File: config.mk
export PLATFORM = sky130hd
export DESIGN_NAME = sacls_ram
export DESIGN_NICKNAME = d
export VERILOG_FILES = /design/src/hdl/sacls_ram.sv
export SDC_FILE = /design/constraint.sdc
export NUM_CORES = 1
export LEC_CHECK = 0
export ABC_CLOCK_PERIOD_IN_PS = 5750
export BUFFER_PORTS_ARGS = -buffer_cell sky130_fd_sc_hd__buf_2
export CORE_MARGIN = 2
export CORE_UTILIZATION = 60
export DETAILED_ROUTE_END_ITERATION = 10
export GPL_ROUTABILITY_DRIVEN = 1
export PLACE_DENSITY = 0.78
export SKIP_CTS_REPAIR_TIMING = 1
export SYNTH_ARGS = -nofsm -noshare
export SYNTH_HDL_FRONTEND = slang
export SYNTH_SLANG_ARGS = --single-unit
File: constraint.sdc
create_clock -name i_clk -period 5.75 [get_ports i_clk]
set_clock_uncertainty 0.1 [all_clocks]
set_input_delay 1.15 -clock i_clk [delete_from_list [all_inputs] [get_ports i_clk]]
set_output_delay 1.15 -clock i_clk [all_outputs]
set_load 0.005 [all_outputs]
File: src/hdl/sacls_ram.sv
module sacls_ram #(
    parameter int WIDTH = 8,
    parameter int DEPTH = 16
) (
    input  logic                     i_clk,
    input  logic                     i_we,
    input  logic [$clog2(DEPTH)-1:0] i_waddr,
    input  logic [WIDTH-1:0]         i_wdata,
    input  logic                     i_re,
    input  logic [$clog2(DEPTH)-1:0] i_raddr,
    output logic [WIDTH-1:0]         o_rdata
);

    logic [WIDTH-1:0] r_mem [DEPTH];
    logic [WIDTH-1:0] r_rdata;

    // write port
    always_ff @(posedge i_clk) begin
        if (i_we) begin
            r_mem[i_waddr] <= i_wdata;
        end
    end

    // registered read port, holds while not enabled
    always_ff @(posedge i_clk) begin
        if (i_re) begin
            r_rdata <= r_mem[i_raddr];
        end
    end

    assign o_rdata = r_rdata;

endmodule

==> results of run 1 <==
cells by family (layout without fill, tap and decap cells):
group	count (synthesis)	in the layout	share of synthesized area [%]
flops	136	136	78.1
simple gates	35	35	3.14
mux	32	32	14.8
compound gates	16	16	2.30
buf+inv	10	57	1.65
power by group through the flow:
| stage | clock network [W] | logic, W | registers, W |
|---|---|---|---|
| floorplan | 0 | 0.0000564 | 0.00114 |
| global placement | 0 | 0.0000903 | 0.00114 |
| detailed placement | 0 | 0.0000943 | 0.00114 |
| CTS | 0.000949 | 0.0000953 | 0.00112 |
| global route | 0.000997 | 0.000103 | 0.00113 |
| finish | 0.000938 | 0.0000941 | 0.00112 |
metal layers:
layer	vias to the layer above	share of wire, %	GRT usage, %
met4	0	1.7	8.12
met2	115	50	33.0
li1	1058	-	-
met3	12	6.8	6.40
met5	-	0	0
met1	1205	42	31.1
registers in the layout, indices dropped and copies added, names as in the netlist:
register and flops:
o_rdata 8, r_mem 128
placed cells by master, fill, tap and decap left out, types with 2 or more instances in the layout:
cell type / instances
sky130_fd_sc_hd__edfxtp_1: 136
sky130_fd_sc_hd__buf_2: 26
sky130_fd_sc_hd__mux4_2: 18
sky130_fd_sc_hd__a22oi_1: 16
sky130_fd_sc_hd__clkbuf_16: 16
sky130_fd_sc_hd__mux4_1: 14
sky130_fd_sc_hd__nor2_1: 13
sky130_fd_sc_hd__nand2_1: 9
sky130_fd_sc_hd__clkinv_2: 4
sky130_fd_sc_hd__clkinvlp_4: 4
sky130_fd_sc_hd__nor3_1: 3
sky130_fd_sc_hd__clkinv_4: 3
sky130_fd_sc_hd__nand3b_1: 2
sky130_fd_sc_hd__nand2b_1: 2
through the flow:
| stage | cell area [sq um] | cells |
|---|---|---|
| final | 5940 | 384 |
| after global routing | 5940 | 384 |
| after CTS | 5940 | 384 |
| after detailed placement | 5420 | 354 |
| after global placement | 5420 | 354 |
| after floorplan | 5230 | 229 |
how the worst max path moves through the flow:
stage                                 end  startpoint  cells after the start  slack, ps
floorplan           r_mem[0][0]$_DFFE_PP_  i_waddr[2]                      2       3010
global placement     o_rdata[2]$_DFFE_PP_  i_raddr[0]                      4       2410
detailed placement   o_rdata[1]$_DFFE_PP_  i_raddr[0]                      4       2360
CTS                  o_rdata[1]$_DFFE_PP_  i_raddr[0]                      4       2910
global route         o_rdata[1]$_DFFE_PP_  i_raddr[0]                      4       2770
finish               o_rdata[2]$_DFFE_PP_  i_raddr[0]                      4       2910
critical path, delay by kind of cell:
| kind | cells | cell delay (ps) |
|---|---|---|
| AO/OA/AOI/OAI | 1 | 290 |
| buffers and inverters | 1 | 770 |
| multiplexers | 1 | 660 |
| AND/OR/NAND/NOR | 1 | 90 |
area by class of cell:
cell class | instances | area (sq um) | area share, %
timing repair buffer | 27 | 138 | 2.32
clock inverter | 13 | 110 | 1.85
clock buffer | 17 | 414 | 6.97
tap | 108 | 135 | 2.27
multi-input combinational | 83 | 1060 | 17.9
sequential | 136 | 4080 | 68.7
==> summary by stage, run 1 <==
Drt
The detailed-route wire length per cell is between 20 and 25 um. The final layout contains routed wiring with a total length of 9.42 mm. The first routing iteration left 216 violations. The remaining antenna violation count is 0. For this run, the detailed router's first-pass iteration total came to 5. The number of vias per cell after detailed routing is about 6.2. The routed layout has 2390 vias. The final routed DRC violation total is 0.

Worst hold path
The end of the worst hold path is o_rdata[3]$_DFFE_PP_. The origin of the worst min-delay path is r_mem[15][3]$_DFFE_PP_. The path class of the lowest-slack min-delay path is flop to flop. The number of cells on the worst hold path is 3.

Synthesis
The dominant cell by count in the synthesized netlist is sky130_fd_sc_hd__edfxtp_1. After synthesis, the largest area contributor takes up 78.1% of total cell area. Counting flops with a built-in enable in the synthesized netlist gives 136. The commonest cells after synthesis are 136 x sky130_fd_sc_hd__edfxtp_1, 18 x sky130_fd_sc_hd__mux4_2, 16 x sky130_fd_sc_hd__a22oi_1, 14 x sky130_fd_sc_hd__mux4_1, 13 x sky130_fd_sc_hd__nor2_1. The post-synthesis average cell area is 22.8 sq um.

Sorting the synthesized cells by area gives the leading types as sky130_fd_sc_hd__edfxtp_1 78%, sky130_fd_sc_hd__mux4_2 7.8%, sky130_fd_sc_hd__mux4_1 7.0%. The register area share after synthesis is around 78%. The most used flip-flop cell after synthesis is sky130_fd_sc_hd__edfxtp_1. The synthesis warning total is 0. The mapped cell area is 0.00523 sq mm.

After synthesis the netlist holds a flip-flop and latch count of between 100 and 150. The synthesized netlist net count is about 250. The leading area contributor after synthesis is sky130_fd_sc_hd__edfxtp_1.

The number of distinct library cells after synthesis is 18. The cell count after synthesis came out at between 200 and 250. In the synthesized netlist the async set-or-reset flop fraction comes to 0%.

Timing
Of the available clock period, the critical path in the final layout requires 49.3%. The max-slew violation count was 0. Across all hold checks on the routed design, the worst slack comes to between 600 and 700 ps. The worst pin sits at a relative slew slack of 17.7%. The post-route setup TNS is 0 ps. The number of failing hold endpoints at the final stage is 0. Setup violations remaining at the end of the flow were counted as 0. The slew at the pin with the worst max-slew slack is 1230 ps. Setup repair after global routing left no endpoint under its margin. The worst path needs between 2000 and 3000 ps of the cycle, external delays included. Static timing analysis puts the maximum clock frequency at 352 MHz. The worst path setup slack after routing is 2910 ps.

Floorplan
Measured along the x axis, the die boundary spans 97.3 um. The placement row count is 34. Once the floorplan was initialized, standard cells occupied 60.8% of the core. The core region area is 0.00859 sq mm.

The die covers 0.00948 sq mm. The die extent in y is 97.3 um. 27 I/O pins were placed.

GRT
Entering global routing, the biggest net connects 33 pins. The initial antenna violation count is 0. The global route total overflow is 0. The number of global-route vias before repair is 2471. The combined global-route utilization of all metal layers is 21.8%. The first global-routing pass estimated roughly 15 mm of wire.

Power and ir drop
The power share of the combinational group is 4.4%. The peak supply drop is between 200 and 250 uV. Dividing total power by cell area gives a power density of 363 mW/mm^2.

In this run, the clock network consumes between 40% and 50% of the power. Of the total power, registers draw 52.1%. The cell-internal power is 0.00172 W. The leakage power of the design is 1.96 nW.

The total power consumption of the routed design is 0.00216 W. The net load switching power is 0.000437 W. The share of total power consumed by net switching is between 20% and 30%.

Setup path
In this run the register-to-register setup slack is about 4100 ps. The kind of launch point of the worst setup path is an input pin. The critical path class is input pin to flop. The endpoint of the lowest-slack register-to-register path is o_rdata[1]$_DFFE_PP_. Among all stages on the critical path, the largest delay is contributed by sky130_fd_sc_hd__buf_2. The number of cells on the worst reg-to-reg path is 3. The required time of the critical path is 5900 ps. In this run the worst path has a maximum fanout of 32.

The largest single stage delay on the critical path is 770 ps. Traced cell by cell, the critical path runs through buf_2 > mux4_1 > a22oi_1 > nand2_1. The endpoint arrival time on the critical path is 2980 ps. The worst setup path is captured at a flop.

The reg-to-reg critical path startpoint is r_mem[1][1]$_DFFE_PP_.

Placement
At the end of routability-driven placement, the weighted congestion stood at 0.785. The total of buffers placed on input and output ports is 26. Once detailed placement completed, the half-perimeter wirelength came to 5.87 mm.

OpenSTA, run right after detailed placement, puts the worst setup slack at 2360 ps.

Final layout
The layout filler cell count is 520. The antenna diode count is 0. The post-synthesis to final-layout area growth is 13.7%.

At the end of the flow the core is filled with cells to 69.2%. The fraction of layout cells with a size suffix above 1 is 27.5%. In the final design database the tool counted 284 nets.

CTS
The later pin in the worst-skew pair is clocked with a latency of 500 ps. The cell at the root of the clock tree is sky130_fd_sc_hd__clkbuf_8. The total number of clock tree sinks is approximately 140. The clock transition time at the flip-flop clock pins of the worst setup and hold paths is 60 ps. The number of buffers between clock root and the deepest sink is 2. The number of buffers inserted during clock tree synthesis is 17. The clock tree synthesis step divided the H-tree into 4 levels. The CTS tree is built.

Outcome
The flow ran to the end, and the final reports show no timing, DRC or antenna violations.

Job
The number of max-cap violations is 0.
Note: power is estimated with default switching activity, not from simulation.
==> run 2, diff against run 1 <==
--- a/config.mk
+++ b/config.mk
@@ -5,13 +5,14 @@
 export SDC_FILE = /design/constraint.sdc
 export NUM_CORES = 1
 export LEC_CHECK = 0
-export ABC_CLOCK_PERIOD_IN_PS = 5750
+export ABC_AREA = 1
+export ABC_CLOCK_PERIOD_IN_PS = 2500
 export BUFFER_PORTS_ARGS = -buffer_cell sky130_fd_sc_hd__buf_2
 export CORE_MARGIN = 2
-export CORE_UTILIZATION = 60
+export CORE_UTILIZATION = 55
 export DETAILED_ROUTE_END_ITERATION = 10
 export GPL_ROUTABILITY_DRIVEN = 1
-export PLACE_DENSITY = 0.78
+export PLACE_DENSITY = 0.75
 export SKIP_CTS_REPAIR_TIMING = 1
 export SYNTH_ARGS = -nofsm -noshare
 export SYNTH_HDL_FRONTEND = slang
==> constraint.sdc (replaced) <==
create_clock -name i_clk -period 2.5 [get_ports i_clk]
set_clock_uncertainty 0.1 [all_clocks]
set_input_delay 0.5 -clock i_clk [delete_from_list [all_inputs] [get_ports i_clk]]
set_output_delay 0.5 -clock i_clk [all_outputs]
set_load 0.005 [all_outputs]
==> summary by stage, run 2 <==
Outcome
Status: completed (unchanged).

Synthesis
The dominant cell by count in the synthesized netlist is sky130_fd_sc_hd__nand2_1 (was sky130_fd_sc_hd__edfxtp_1). The number of register bits inferred by synthesis is 136 (unchanged). The area share of the largest cell type after synthesis is 69.8% (was 78.1%). The number of distinct library cells after synthesis is 11 (was 18). Top cells by instance count after synthesis: 173 x sky130_fd_sc_hd__nand2_1, 136 x sky130_fd_sc_hd__edfxtp_1, 100 x sky130_fd_sc_hd__inv_1, 97 x sky130_fd_sc_hd__nand3_1, 17 x sky130_fd_sc_hd__nor2_1 (was 136 x sky130_fd_sc_hd__edfxtp_1, 18 x sky130_fd_sc_hd__mux4_2, 16 x sky130_fd_sc_hd__a22oi_1, 14 x sky130_fd_sc_hd__mux4_1, 13 x sky130_fd_sc_hd__nor2_1). The mapped cell area is 0.00585 sq mm (was 0.00523 sq mm). Dominant cells by area after synthesis: sky130_fd_sc_hd__edfxtp_1 70%, sky130_fd_sc_hd__nand2_1 11%, sky130_fd_sc_hd__nand3_1 8.3% (was sky130_fd_sc_hd__edfxtp_1 78%, sky130_fd_sc_hd__mux4_2 7.8%, sky130_fd_sc_hd__mux4_1 7.0%). The number of enable flip-flop cells after synthesis is 136 (unchanged). The fraction of registers with async set or reset after synthesis was 0% (unchanged). The post-synthesis average cell area was 10.6 sq um (was 22.8 sq um). The register area share after synthesis is 69.8% (was 78.1%). The synthesized netlist net count came to 570 (was 248). The synthesis warning total is 0 (unchanged). The synthesized instance count is 551 (was 229).

The dominant register cell in the synthesized netlist is sky130_fd_sc_hd__edfxtp_1 (unchanged). The leading area contributor after synthesis is sky130_fd_sc_hd__edfxtp_1 (unchanged).

Job
The number of max-cap violations is 0 (unchanged).

Power and ir drop
The share of total power consumed by net switching was 21.0% (was 20.3%). The leakage power of the design is 2.87 nW (was 1.96 nW). The net load switching power came to 0.00113 W (was 0.000437 W). The sequential cell fraction of total power is 48.0% (was 52.1%). The clock group share of total power is 46.4% (was 43.5%). The total power divided by cell area is 809 mW/mm^2 (was 363 mW/mm^2). The power share of the combinational group is 5.7% (was 4.4%). The cell-internal power is 0.00426 W (was 0.00172 W). The peak supply drop is 641 uV (was 206 uV).

CTS
The clock transition time at the flip-flop clock pins of the worst setup and hold paths is 60 ps (about the same). The H-tree depth is 4 (unchanged). The CTS tree is built (unchanged). The total number of clock tree sinks is 136 (unchanged). The number of buffers between clock root and the deepest sink came to 2 (unchanged). The number of buffers inserted during clock tree synthesis came to 17 (unchanged). The clock latency on the worst-skew pair is 510 ps (was 500 ps).

The cell at the root of the clock tree is sky130_fd_sc_hd__clkbuf_8 (unchanged).

Timing
The max-slew violation count is 0 (unchanged). The post-route minimum period is 1680 ps. The final number of setup-violating endpoints came to 0 (unchanged). Dividing the final minimum period by the clock period gives 67.1%. The slew at the pin with the worst max-slew slack is 913 ps (was 1230 ps). The number of failing hold endpoints at the final stage is 0 (unchanged). The remaining max-slew budget at the tightest pin was 38.9% (was 17.7%).

The post-route setup TNS is 0 ps (unchanged). Unrepaired setup endpoints after global routing: false (unchanged). The top achievable clock speed is 596 MHz.

Worst hold path
The path class of the lowest-slack min-delay path is input pin to flop (was flop to flop).

Drt
The detailed-route wire length per cell came to 17.7 um (was 24.5 um). The number of optimization iterations in the first detailed-route pass is 5 (unchanged). The routed via count is 3925 (was 2390). The final routed wirelength across all metal layers was 12.9 mm (was 9.42 mm). The final routed DRC violation total is 0 (unchanged).

The number of vias per cell after detailed routing is 5.39 (was 6.22). The DRC violation total after the first TritonRoute iteration is 553 (was 216). The remaining antenna violation count is 0 (unchanged).

Floorplan
The initial cell density of the core is 56.6% (was 60.8%). The die extent in y is 107 um (was 97.3 um). The width of the die came to 107 um (was 97.3 um). The core region area came to 0.0103 sq mm (was 0.00859 sq mm). The top-level port count is 27 (unchanged).

The placement row count was 37 (was 34). The area of the die came to 0.0115 sq mm (was 0.00948 sq mm).

Final layout
The number of flip-flops under the largest register name is 128 (unchanged). Commonest cells after routing, fill and taps aside: 173 x sky130_fd_sc_hd__nand2_1, 136 x sky130_fd_sc_hd__edfxtp_1, 100 x sky130_fd_sc_hd__inv_1 (was 136 x sky130_fd_sc_hd__edfxtp_1, 26 x sky130_fd_sc_hd__buf_2, 18 x sky130_fd_sc_hd__mux4_2). The most common cell after layout, fill and taps aside is sky130_fd_sc_hd__nand2_1 (was sky130_fd_sc_hd__edfxtp_1). The most flop-heavy register is r_mem (unchanged). The count of placed standard cells in the final layout, fillers left out is 728 (was 384). The layout filler cell count came to 751 (was 520).

The antenna diode count is 0 (unchanged). The post-synthesis to final-layout area growth came to 14.0% (was 13.7%). The fraction of layout cells with a size suffix above 1 is 11.3% (was 27.5%).

The net count reported at finish was 599 (was 284).

Setup path
Crit-path cells: buf_2 (was buf_2 > mux4_1 > a22oi_1 > nand2_1). The element type at the critical path end is an output pin (was flop). The number of buffers and inverters on the critical path is 1 (unchanged). The number of cells on the worst reg-to-reg path is 6 (was 3). The cell depth of the worst setup path was 1 (was 4). The internal reg-to-reg setup slack is 1230 ps (was 4130 ps). The kind of launch point of the worst setup path is a flop (was input pin). The endpoint of the lowest-slack register-to-register path is o_rdata[5]$_DFFE_PP_ (was o_rdata[1]$_DFFE_PP_). The reg-to-reg critical path startpoint is r_mem[7][5]$_DFFE_PP_ (was r_mem[1][1]$_DFFE_PP_). The maximum cell stage delay along the critical path is 420 ps (was 770 ps). The critical path class is flop to output pin (was input pin to flop).

The cell at the slowest stage of the critical path is sky130_fd_sc_hd__edfxtp_1 (was sky130_fd_sc_hd__buf_2). The maximum fanout along the worst path is 1 (was 32). The gate family responsible for the most delay along the worst path is flip-flops (was buffers and inverters). The endpoint arrival time on the critical path came to 1080 ps (was 2980 ps). The required time of the critical path was 1900 ps (was 5900 ps). The last element of the critical path is o_rdata[1] (was o_rdata[2]$_DFFE_PP_).

The beginning of the critical path is o_rdata[1]$_DFFE_PP_ (was i_raddr[0]).

Placement
The placed wire-length estimate after detailed placement is 7.81 mm (was 5.87 mm). The final weighted congestion of routability-driven global placement is 0.870 (was 0.785). The total of buffers placed on input and output ports is 26 (unchanged).

The number of placed cells counting well taps is 697 (was 354).

GRT
The global route total overflow is 0 (unchanged). The largest net degree at the start of global routing was 65 (was 33). The first-pass GRT wire length came to 20.1 mm (was 14.7 mm). The number of global-route vias before repair is 3810 (was 2471).

The combined global-route utilization of all metal layers is 24.2% (was 21.8%). The initial antenna violation count was 0 (unchanged).
==> run 2: cell count changes after synthesis, moves of 3 or more <==
cell | before | now
sky130_fd_sc_hd__nand2_1 | 9 | 173
sky130_fd_sc_hd__nor3_1 | 4 | 0
sky130_fd_sc_hd__clkdlybuf4s25_2 | 3 | 0
sky130_fd_sc_hd__nand3_1 | 1 | 97
sky130_fd_sc_hd__mux4_2 | 18 | 0
sky130_fd_sc_hd__buf_2 | 3 | 13
sky130_fd_sc_hd__a22oi_1 | 16 | 0
sky130_fd_sc_hd__buf_4 | 1 | 4
sky130_fd_sc_hd__buf_6 | 3 | 6
sky130_fd_sc_hd__inv_1 | 0 | 100
sky130_fd_sc_hd__nor2_1 | 13 | 17
sky130_fd_sc_hd__mux4_1 | 14 | 0
==> run 2: how the worst min path moves through the flow <==
stage,slack (ps),to,cells past startpoint,start
4_1_cts,230,o_rdata[3]$_DFFE_PP_,1,i_re
3_3_place_gp,620,o_rdata[7]$_DFFE_PP_,6,r_mem[10][7]$_DFFE_PP_
5_1_grt,230,o_rdata[0]$_DFFE_PP_,1,i_re
6_report,250,o_rdata[0]$_DFFE_PP_,1,i_re
3_5_place_dp,630,o_rdata[7]$_DFFE_PP_,6,r_mem[10][7]$_DFFE_PP_
2_1_floorplan,500,r_mem[0][0]$_DFFE_PP_,0,i_wdata[0]
==> run 2: per-layer routing <==
| metal | part of all wire (%) | track usage, % | vias up |
|---|---|---|---|
| met5 | 0 | 0 | - |
| met4 | 1.4 | 7.51 | 0 |
| met3 | 8.7 | 5.35 | 18 |
| met2 | 50 | 39.9 | 225 |
| met1 | 40 | 32.3 | 1841 |
| li1 | - | - | 1841 |
==> run 2: area by class of cell <==
class / instances / area [sq um] / share of cell area [%]
flip-flops and latches: 136 / 4080 / 61.3
multi-input cells: 289 / 1210 / 18.2
clock buffers: 17 / 414 / 6.22
inverters: 102 / 383 / 5.75
repair buffers: 34 / 215 / 3.23
clock inverters: 14 / 183 / 2.74
well taps: 136 / 170 / 2.55
==> run 2: kinds of logic after synthesis <==
kind of cell / after synthesis / share of synthesized area (%)
flip-flops: 136 / 69.8
buffers and inverters: 126 / 9.39
AND/OR/NAND/NOR: 289 / 20.8
==> run 2: metrics by stage <==
| step | hold slack [ps] | total power, W | utilization (%) | area, sq um | setup slack (ps) |
|---|---|---|---|---|---|
| 6_report | 253 | 0.00539 | 64.5 | 6660 | 823 |
| 3_5_place_dp | 634 | 0.00293 | 58.8 | 6070 | 442 |
| 5_1_grt | 235 | 0.00554 | 64.5 | 6660 | 796 |
| 2_1_floorplan | 499 | 0.00281 | - | 5850 | 949 |
| 3_3_place_gp | 617 | 0.00292 | 58.8 | 6070 | 479 |
| 4_1_cts | 229 | 0.00540 | 64.5 | 6660 | 802 |
==> run 2: power groups by stage <==
stage / combinational (W) / sequential [W] / clock, W
after global placement: 0.000291 / 0.00263 / 0
after detailed placement: 0.000298 / 0.00263 / 0
after CTS: 0.000302 / 0.00259 / 0.00252
after floorplan: 0.000180 / 0.00263 / 0
final: 0.000305 / 0.00259 / 0.00250
after global routing: 0.000336 / 0.00259 / 0.00261
==> run 3, diff against run 2 <==
==> config.mk (replaced) <==
export PLATFORM = sky130hd
export DESIGN_NAME = sacls_ram
export DESIGN_NICKNAME = d
export VERILOG_FILES = /design/src/hdl/sacls_ram.sv
export SDC_FILE = /design/constraint.sdc
export NUM_CORES = 1
export LEC_CHECK = 0
export ABC_AREA = 0
export ABC_CLOCK_PERIOD_IN_PS = 1700
export BUFFER_PORTS_ARGS = -buffer_cell sky130_fd_sc_hd__buf_2
export CORE_MARGIN = 2
export CORE_UTILIZATION = 60
export DETAILED_ROUTE_END_ITERATION = 10
export GPL_ROUTABILITY_DRIVEN = 1
export PLACE_DENSITY = 0.78
export SKIP_CTS_REPAIR_TIMING = 1
export SYNTH_ARGS = -nofsm -noshare
export SYNTH_HDL_FRONTEND = slang
export SYNTH_SLANG_ARGS = --single-unit
==> constraint.sdc (replaced) <==
create_clock -name i_clk -period 1.7 [get_ports i_clk]
set_clock_uncertainty 0.1 [all_clocks]
set_input_delay 0.34 -clock i_clk [delete_from_list [all_inputs] [get_ports i_clk]]
set_output_delay 0.34 -clock i_clk [all_outputs]
set_load 0.005 [all_outputs]
==> summary by stage, run 3 (synthesis gave the netlist of run 1 again) <==
Floorplan
The area of the die is 0.00948 sq mm (was 0.0115 sq mm). The width of the die is 97.3 um (was 107 um). The core region area is 0.00859 sq mm (was 0.0103 sq mm).

The initial cell density of the core came to 60.8% (was 56.6%). The die extent in y is 97.3 um (was 107 um). The top-level port count is 27 (unchanged). The placement row count is 34 (was 37).

Final layout
The number of flip-flops under the largest register name is 128 (unchanged). The most common cell after layout, fill and taps aside is sky130_fd_sc_hd__edfxtp_1 (was sky130_fd_sc_hd__nand2_1). Commonest cells after routing, fill and taps aside: 136 x sky130_fd_sc_hd__edfxtp_1, 26 x sky130_fd_sc_hd__buf_2, 22 x sky130_fd_sc_hd__buf_4 (was 173 x sky130_fd_sc_hd__nand2_1, 136 x sky130_fd_sc_hd__edfxtp_1, 100 x sky130_fd_sc_hd__inv_1). The net count reported at finish is 309 (was 599).

The fraction of layout cells with a size suffix above 1 is 33.3% (was 11.3%). The area occupied by multi-input gates is 0.00106 sq mm (was 0.00121 sq mm). The most flop-heavy register is r_mem (unchanged). The post-synthesis to final-layout area growth came to 19.6% (was 14.0%). The utilization of the core after routing came to 72.8% (was 64.5%). The layout filler cell count was 478 (was 751). The storage element area is 0.00408 sq mm (unchanged). The antenna diode count came to 0 (unchanged).

Drt
The routed via count is 2629 (was 3925). The detailed-route wire length per cell came to 25.8 um (was 17.7 um). The final routed DRC violation total is 0 (unchanged). The DRC violation total after the first TritonRoute iteration is 341 (was 553).

The remaining antenna violation count is 0 (unchanged). The number of vias per cell after detailed routing is 6.40 (was 5.39). The final routed wirelength across all metal layers is 10.6 mm (was 12.9 mm). The number of optimization iterations in the first detailed-route pass was 5 (unchanged).

Setup path
The number of buffers and inverters on the critical path is 0 (was 1). The gate family responsible for the most delay along the worst path was multiplexers (was flip-flops). The maximum fanout along the worst path is 1 (unchanged). The number of cells on the worst reg-to-reg path is 3 (was 6). The critical path class is flop to flop (was flop to output pin). The cell at the slowest stage of the critical path is sky130_fd_sc_hd__mux4_1 (was sky130_fd_sc_hd__edfxtp_1). The endpoint arrival time on the critical path is 1820 ps (was 1080 ps). The reg-to-reg critical path startpoint is r_mem[0][3]$_DFFE_PP_ (was r_mem[7][5]$_DFFE_PP_). Crit-path cells: mux4_1 > a22oi_1 > nand2_1 (was buf_2). The kind of launch point of the worst setup path was a flop (unchanged). The endpoint of the lowest-slack register-to-register path is o_rdata[3]$_DFFE_PP_ (was o_rdata[5]$_DFFE_PP_). The internal reg-to-reg setup slack is 40 ps (was 1230 ps). The element type at the critical path end is a flop (was output pin). The maximum cell stage delay along the critical path is 530 ps (was 420 ps).

The required time of the critical path is 1860 ps (was 1900 ps).

Power and ir drop
The power share of the combinational group is 4.7% (was 5.7%). The total power divided by cell area is 1260 mW/mm^2 (was 809 mW/mm^2). The leakage power of the design is 2.15 nW (was 2.87 nW). The sequential cell fraction of total power is 48.3% (was 48.0%). The clock group share of total power is 47.1% (was 46.4%). The cell-internal power was 0.00630 W (was 0.00426 W). The peak supply drop is 791 uV (was 641 uV).

The share of total power consumed by net switching is 20.0% (was 21.0%). The net load switching power is 0.00158 W (was 0.00113 W).

Timing
Unrepaired setup endpoints after global routing: false (unchanged). The remaining max-slew budget at the tightest pin is 58.1% (was 38.9%). The number of failing hold endpoints at the final stage was 0 (unchanged). The post-route minimum period is around 1700 ps. The max-slew violation count is 0 (unchanged).

The worst path setup slack after routing came to 41.6 ps (was 823 ps). The slew at the pin with the worst max-slew slack was 627 ps (was 913 ps). The portion of the clock cycle consumed by the worst path in the final layout is 97.6%. The final number of setup-violating endpoints is 0 (unchanged). The top achievable clock speed is between 600 and 700 MHz.

CTS
The number of buffers inserted during clock tree synthesis came to 17 (unchanged). The clock latency on the worst-skew pair is 520 ps (was 510 ps). The clock transition time at the flip-flop clock pins of the worst setup and hold paths is 60 ps (about the same).

The H-tree depth is 4 (unchanged). The total number of clock tree sinks came to 136 (unchanged). The CTS tree is built (unchanged). The number of buffers between clock root and the deepest sink is 2 (unchanged). The cell at the root of the clock tree was sky130_fd_sc_hd__clkbuf_8 (unchanged).

Outcome
Status: completed (unchanged).

GRT
The global route total overflow was 0 (unchanged). The largest net degree at the start of global routing is 17 (was 65). The number of global-route vias before repair is 2650 (was 3810).

The combined global-route utilization of all metal layers came to 24.4% (was 24.2%). The initial antenna violation count is 0 (unchanged). The first-pass GRT wire length is 16.4 mm (was 20.1 mm).

Worst hold path
The origin of the worst min-delay path is i_re (unchanged). The number of cells on the worst hold path is 1 (unchanged). The end of the worst hold path was o_rdata[0]$_DFFE_PP_ (unchanged). The path class of the lowest-slack min-delay path is input pin to flop (unchanged).

Placement
The final weighted congestion of routability-driven global placement was 0.764 (was 0.870). The post-placement setup slack is -323 ps (was 442 ps). The placed wire-length estimate after detailed placement came to 6.34 mm (was 7.81 mm). The total of buffers placed on input and output ports is 26 (unchanged).

Job
The number of max-cap violations is 0 (unchanged).
[run 3: cell type report]
| cell class | instances | share of cell area, % |
|---|---|---|
| flip-flops and latches | 136 | 65.3 |
| multi-input cells | 83 | 17.0 |
| clock buffers | 17 | 6.62 |
| repair buffers | 52 | 6.00 |
| clock inverters | 15 | 2.92 |
| well taps | 108 | 2.16 |
[run 3: per-stage QoR]
step                instances  hold slack, ps  total power, W  TNS, ps  instance area (sq um)
global route              411            70.8         0.00808        0                   6250
finish                    411            89.1         0.00788        0                   6250
detailed placement        379             611         0.00424    -1990                   5660
floorplan                 229             339         0.00406     -236                   5240
CTS                       411            75.9         0.00791        0                   6250
global placement          379             608         0.00422    -1670                   5660
[run 3: layer usage]
layer | global-route usage (%) | part of all wire, %
met1 | 36.7 | 41
met2 | 36.3 | 50
met3 | 5.54 | 8.6
met4 | 8.76 | 1.3
met5 | 0 | 0
[run 3: power groups by stage]
| stage | registers, W | clock network, W | logic, W |
|---|---|---|---|
| finish | 0.00380 | 0.00371 | 0.000369 |
| global route | 0.00381 | 0.00388 | 0.000396 |
| CTS | 0.00380 | 0.00374 | 0.000373 |
| detailed placement | 0.00387 | 0 | 0.000367 |
| global placement | 0.00386 | 0 | 0.000356 |
| floorplan | 0.00386 | 0 | 0.000193 |
[run 3: how the worst max path moves through the flow]
stage | startpoint | endpoint | slack [ps] | depth (start not counted)
after floorplan | i_raddr[0] | o_rdata[1]$_DFFE_PP_ | -20 | 5
after global placement | i_raddr[0] | o_rdata[3]$_DFFE_PP_ | -300 | 5
after detailed placement | i_raddr[0] | o_rdata[3]$_DFFE_PP_ | -320 | 5
after CTS | r_mem[2][3]$_DFFE_PP_ | o_rdata[3]$_DFFE_PP_ | 60 | 3
after global routing | r_mem[9][4]$_DFFE_PP_ | o_rdata[4]$_DFFE_PP_ | 10 | 3
final | r_mem[0][3]$_DFFE_PP_ | o_rdata[3]$_DFFE_PP_ | 40 | 3
[run 3: worst reg2reg max path, delay by kind of cell (launching register included)]
kind            cells  cell delay [ps]
flops               1              380
compound gates      1              290
mux                 1              530
simple gates        1               90
